## src/hdl/rcsc_pkg.sv

```systemverilog
// ----------------------------------------------------------------------------
// rcsc_pkg
// Types, codes and sizes shared by the ramp column stream checker.
// ----------------------------------------------------------------------------
package rcsc_pkg;

  localparam int MAX_ROW_WORDS  = 1024;
  localparam int POS_W          = (MAX_ROW_WORDS > 1) ? $clog2(MAX_ROW_WORDS) : 1;
  localparam int ROW_COUNT_BITS = 48;
  localparam int Q_DEPTH        = 4;
  localparam int Q_PTR_W        = $clog2(Q_DEPTH);
  localparam int Q_CNT_W        = $clog2(Q_DEPTH + 1);

  localparam logic [2:0] RUN_MAX       = 3'd7;
  localparam logic [2:0] LOG_RUN_BOUND = 3'd5;

  // Input opcodes and result kinds.
  localparam logic OP_DATA    = 1'b0;
  localparam logic OP_TICK    = 1'b1;
  localparam logic KIND_CHECK = 1'b0;
  localparam logic KIND_TICK  = 1'b1;

  // Configuration register indexes.
  localparam logic [2:0] CFG_ROW_WORDS    = 3'd0;
  localparam logic [2:0] CFG_COUNT_COLUMN = 3'd1;
  localparam logic [2:0] CFG_RAMP_STEP    = 3'd2;
  localparam logic [2:0] CFG_SWAP_BYTES   = 3'd3;
  localparam logic [2:0] CFG_SKIP_ROWS    = 3'd4;
  localparam logic [2:0] CFG_ERROR_LIMIT  = 3'd5;

  typedef struct packed {
    logic [10:0] row_words;
    logic [9:0]  count_column;
    logic [31:0] ramp_step;
    logic        swap_bytes;
    logic [31:0] skip_rows;
    logic [31:0] error_limit;
  } cfg_t;

  typedef struct packed {
    logic        opcode;
    logic [31:0] data_word;
  } in_item_t;

  typedef struct packed {
    logic                      result_kind;
    logic                      mismatch;
    logic                      log_this;
    logic [2:0]                run_length;
    logic [ROW_COUNT_BITS-1:0] row_index;
    logic [31:0]               previous_value;
    logic [31:0]               actual_value;
    logic [31:0]               total_errors;
    logic                      limit_reached;
    logic [31:0]               clean_reports;
    logic [31:0]               dirty_intervals;
    logic                      ever_dirty;
  } out_item_t;

  // Classified work item passed from the front end to the back end.
  typedef struct packed {
    logic                      kind;
    logic                      match;
    logic                      skip;
    logic [ROW_COUNT_BITS-1:0] row_index;
    logic [31:0]               prev;
    logic [31:0]               actual;
  } work_t;

endpackage

```

## src/hdl/rcsc_back.sv

```systemverilog
// ----------------------------------------------------------------------------
// rcsc_back
// Carries out classified work items: error totals, runs, the error limit
// and interval counts, and holds the result in an output register.
// ----------------------------------------------------------------------------
module rcsc_back (
  input  logic              clk,
  input  logic              rst_n,
  input  rcsc_pkg::cfg_t     cfg,
  input  logic              q_not_empty,
  input  rcsc_pkg::work_t    q_head,
  output logic              q_pop,
  output logic              out_empty,
  input  logic              out_pop,
  output rcsc_pkg::out_item_t out_data
);
  import rcsc_pkg::*;

  logic [31:0] total_r, total_nxt;
  logic [2:0]  run_r, run_nxt;
  logic [31:0] at_tick_r, at_tick_nxt;
  logic [31:0] clean_r, clean_nxt;
  logic [31:0] dirty_r, dirty_nxt;
  logic        seen_r, seen_nxt;
  logic        halted_r, halted_nxt;
  logic        out_valid_r, out_valid_nxt;
  out_item_t   out_r;
  out_item_t   res;
  logic        produce;
  logic        taken;
  logic [31:0] limit_m1;

  assign taken     = out_pop && out_valid_r;
  assign q_pop     = q_not_empty && (!out_valid_r || taken);
  assign out_empty = !out_valid_r;
  assign out_data  = out_r;
  assign limit_m1  = cfg.error_limit - 32'd1;

  always_comb begin
    total_nxt   = total_r;
    run_nxt     = run_r;
    at_tick_nxt = at_tick_r;
    clean_nxt   = clean_r;
    dirty_nxt   = dirty_r;
    seen_nxt    = seen_r;
    halted_nxt  = halted_r;
    produce     = 1'b0;
    res         = '0;

    // Once stopped, queued items are drained without a result.
    if (q_pop && !halted_r) begin
      produce            = 1'b1;
      res.row_index      = q_head.row_index;
      res.previous_value = q_head.prev;
      if (q_head.kind == KIND_TICK) begin
        res.result_kind = KIND_TICK;
        if (total_r > at_tick_r) begin
          dirty_nxt = dirty_r + 32'd1;
          seen_nxt  = 1'b1;
        end else begin
          clean_nxt = clean_r + 32'd1;
        end
        at_tick_nxt = total_r;
      end else begin
        res.result_kind  = KIND_CHECK;
        res.actual_value = q_head.actual;
        if (q_head.match) begin
          run_nxt = '0;
        end else if (!q_head.skip) begin
          res.mismatch = 1'b1;
          total_nxt    = (total_r == '1) ? total_r : total_r + 32'd1;
          run_nxt      = (run_r == RUN_MAX) ? run_r : run_r + 3'd1;
          res.log_this = (run_nxt < LOG_RUN_BOUND);
          if (cfg.error_limit != '0 && total_r >= limit_m1) begin
            halted_nxt = 1'b1;
          end
        end
        res.limit_reached = halted_nxt;
      end
      res.run_length      = run_nxt;
      res.total_errors    = total_nxt;
      res.clean_reports   = clean_nxt;
      res.dirty_intervals = dirty_nxt;
      res.ever_dirty      = seen_nxt;
    end

    out_valid_nxt = produce ? 1'b1 : (taken ? 1'b0 : out_valid_r);
  end

  always_ff @(posedge clk) begin
    if (!rst_n) begin
      total_r     <= '0;
      run_r       <= '0;
      at_tick_r   <= '0;
      clean_r     <= '0;
      dirty_r     <= '0;
      seen_r      <= 1'b0;
      halted_r    <= 1'b0;
      out_valid_r <= 1'b0;
    end else begin
      total_r     <= total_nxt;
      run_r       <= run_nxt;
      at_tick_r   <= at_tick_nxt;
      clean_r     <= clean_nxt;
      dirty_r     <= dirty_nxt;
      seen_r      <= seen_nxt;
      halted_r    <= halted_nxt;
      out_valid_r <= out_valid_nxt;
    end
  end

  always_ff @(posedge clk) begin
    if (produce) begin
      out_r <= res;
    end
  end

`ifndef ASSERT_OFF
  a_halt_silent: assert property (@(posedge clk) disable iff (!rst_n)
    halted_r |=> !$rose(out_valid_r))
    else $error("result produced after the block stopped");

  a_log_needs_miss: assert property (@(posedge clk) disable iff (!rst_n)
    out_valid_r |-> (out_r.mismatch || !out_r.log_this))
    else $error("log flag set without a mismatch");

  a_total_monotone: assert property (@(posedge clk) disable iff (!rst_n)
    $past(rst_n) |-> (total_r >= $past(total_r)))
    else $error("error total decreased");

  a_halt_needs_limit: assert property (@(posedge clk) disable iff (!rst_n)
    $rose(halted_r) |-> (total_r != '0))
    else $error("block stopped without any counted error");
`endif

endmodule

```

## config.mk

```make
export PLATFORM = sky130hd
export DESIGN_NAME = rcsc_back
export DESIGN_NICKNAME = d
export VERILOG_FILES = /design/src/hdl/rcsc_pkg.sv /design/src/hdl/rcsc_back.sv
export SDC_FILE = /design/constraint.sdc
export NUM_CORES = 1
export LEC_CHECK = 0
export BUFFER_PORTS_ARGS = -buffer_cell sky130_fd_sc_hd__clkbuf_2
export CORE_MARGIN = 3
export CORE_UTILIZATION = 35
export CTS_CLUSTER_DIAMETER = 120
export DETAILED_ROUTE_END_ITERATION = 8
export SLEW_MARGIN = 0
export SYNTH_ARGS = -nofsm -noshare
export SYNTH_HDL_FRONTEND = slang
export SYNTH_SLANG_ARGS = --single-unit
```

## constraint.sdc

```tcl
create_clock -name clk -period 12.5 [get_ports clk]
set_input_delay 2.5 -clock clk [delete_from_list [all_inputs] [get_ports clk]]
set_output_delay 2.5 -clock clk [all_outputs]
set_load 0.005 [all_outputs]
```

==> out/metrics.yaml <==
status:
  status: "complete, no violations"
sta:
  worst_pin_slew_ns: 1.105
  setup-violations-final: 0
  max_freq_ghz: 0.1725
  setup_tns_ns: 0
  finalCritPeriodShare_pct: 46.36
  fin_skew_ns: 0.01220
  slew_viol_final: 0
  max_slew_margin_pct: 25.74
  rsz0062_at_grt: "false"
  fin_crit_ns: 5.796
  hold_viol: 0
layout:
  nets: 2346
  layout-drive-gt1-share_pct: 22.00
  layout_common_cells: "clkbuf_2, edfxtp_1, nor2_1"
  diodes: 0
  final_common_cell: "clkbuf_2"
  multiInputGateArea_um2: 7740
  finalNonFillerCells: 2732
  area_growth_pct: 20.86
  regArea_um2: 9169
  num-fill-cells: 4718
placement:
  portBuffers: 368
  gp_congestion: 0.8106
  dpl.cell_count: 2661
  dp_hpwl_um: 30470
worst_hold_path:
  min_from: "at_tick_r[26]$_SDFFE_PN0P_"
  hp-class: "flip-flop to flip-flop"
clocking:
  tritoncts: "built"
  clkLatencyLatePin_ns: 0.55
  cts_buffers: 40
  ctsHtreeMaxLevel: 2
  clockRootBuffer: "clkbuf_16"
  cts_hold_buf: 0
  cts-resized-gates: 0
  cts_buffer_depth: 3
  clkSlewWorstSetupHoldPaths_ns: 0.06
  cts_sinks: 350
  cts_setup_buffers: 0
setup_path:
  endpoint_kind: "flip-flop"
  cp_max_fo: 106
  path_class: "input pin to flip-flop"
  slowest_delay_ns: 0.91
  slowest_stage: "buf_4"
  arrival_ns: 6.18
  critPathLaunchType: "input pin"
  worstPathRequired_ns: 12.89
  worstSetupStartpoint: "out_pop"
  critical_path.most_common_cell: "buf_4"
  timing.rr.start: "out_valid_r$_SDFFE_PN0P_"
  crit_chain: "clkbuf_2, nand2b_1, and2_1, nand2b_4, inv_8, buf_4, buf_4, o21ai_0, a21oi_1"
logic_synthesis:
  synth_area_um2: 17490
  yosysUniqueCellTypes: 57
  netlist.area_leader.share_pct: 37.09
  synthTopCellsByArea: "edfxtp_1, dfxtp_1, xnor2_1"
  ys_warn_count: 0
  synth-seq-area-share_pct: 52.43
  synth-seq-cells: 350
  synth_ff_type: "edfxtp_1"
  synth_largest_area_cell: "edfxtp_1"
  async_flop_share_pct: 0
  synth_area_per_cell_um2: 10.14
  synth.net_count: 2031
  netlist_instances: 1724
  synth_edf_count: 216
grt:
  gr-total-overflow: 0
  antenna_found_initial: 0
  track_usage_pct: 16.25
  grt_pass1_wl_um: 70340
  grt_max_degree: 118
  grt_pass1_vias: 13150
pwr:
  peakVddDrop_mv: 0.06780
  cellLeakagePower_nw: 8.157
  powerDensity_nw_per_um2: 123.4
route:
  drcViolationCount: 0
  drtPass1Iterations: 7
  viasPerCell: 4.970
  drt-total-wl_um: 43860
  drt_iter0_drc: 715
  antenna_left: 0
  vias: 13580
  routedWlPerCell_um: 16.05
die:
  fp.dieW_um: 229.5
  dieHeight_um: 229.5
  dieArea_um2: 52690
  initial_core_util_pct: 35.58
  pin_count: 455
  rows: 81
  core_area_um2: 49150
flow_run:
  drv_cap: 0
[Yosys cell counts (47+ instances only)]
cell	instances
inv_1	47
nor4_1	52
xnor2_1	109
and3_1	56
and2_1	103
dfxtp_1	134
clkbuf_1	81
a21oi_1	87
ha_1	70
edfxtp_1	216
nand2_1	153
xor2_1	64
nor2_1	175
[worst paths after layout]
check                           cells after the start  slack [ns]                           to
worst max-delay path                                9        6.70  out_data[212]$_SDFFCE_PN0P_
worst min-delay path                                2        0.45   at_tick_r[26]$_SDFFE_PN0P_
worst max register to register                      8        8.43  out_data[212]$_SDFFCE_PN0P_
worst min register to register                      2        0.45   at_tick_r[26]$_SDFFE_PN0P_
[routing by layer]
layer | vias to the layer above | wire [um] | global-route usage (%)
met5 | - | 0 | 0
li1 | 6772 | - | -
met3 | 66 | 2514 | 3.271
met4 | 0 | 1021 | 4.843
met1 | 6393 | 19180 | 21.20
met2 | 346 | 21150 | 27.26
[state kept, by name, summed over array words and instances, names as in the netlist, 3 cells and up]
register and count:
out_data 216, run_r 3, at_tick_r 32, total_r 32, clean_r 32, dirty_r 32
[per-stage QoR]
stage	hold slack [ns]	total power, W	cell area, um2	setup WS (ns)	utilization, %
floorplan	0.4318	0.001396	17490	2.516	-
global placement	0.4415	0.001478	19860	6.184	40.41
detailed placement	0.4449	0.001481	19860	6.083	40.41
CTS	0.4557	0.002656	21140	6.662	43.00
global route	0.4681	0.002713	21140	6.299	43.00
finish	0.4540	0.002609	21140	6.704	43.00
[cells by family after synthesis]
group                      count (synthesis)  synth area share [%]
AOI/OAI and AO/OA                        225                 7.948
xor gates and xnor gates                 173                 8.664
adders and majority gates                 70                 5.008
buffers and inverters                    156                 3.455
DFF                                      350                 52.43
muxes                                      1               0.05724
and+or+nand+nor                          749                 22.44
[report_power, final]
part           internal (W)  switching, W  total (W)
Clock              0.000694      0.000462    0.00116
Combinational     0.0000638      0.000105   0.000169
Sequential          0.00127     0.0000124    0.00128
Total               0.00203      0.000580    0.00261
[worst max-delay path, delay by kind of cell]
kind	cells	cell delay, ns
AOI/OAI and AO/OA	2	0.37
and+or+nand+nor	3	0.77
buffers and inverters	4	2.30
[area by class of cell]
cell class,count,area share [%]
Clock buffer,54,5.179
Multi-Input combinational cell,1218,36.62
Clock inverter,17,0.8465
Tap cell,664,3.930
Sequential cell,350,43.38
Inverter,49,0.9116
Timing Repair Buffer,380,9.139
(Power assumes the default switching activity.)
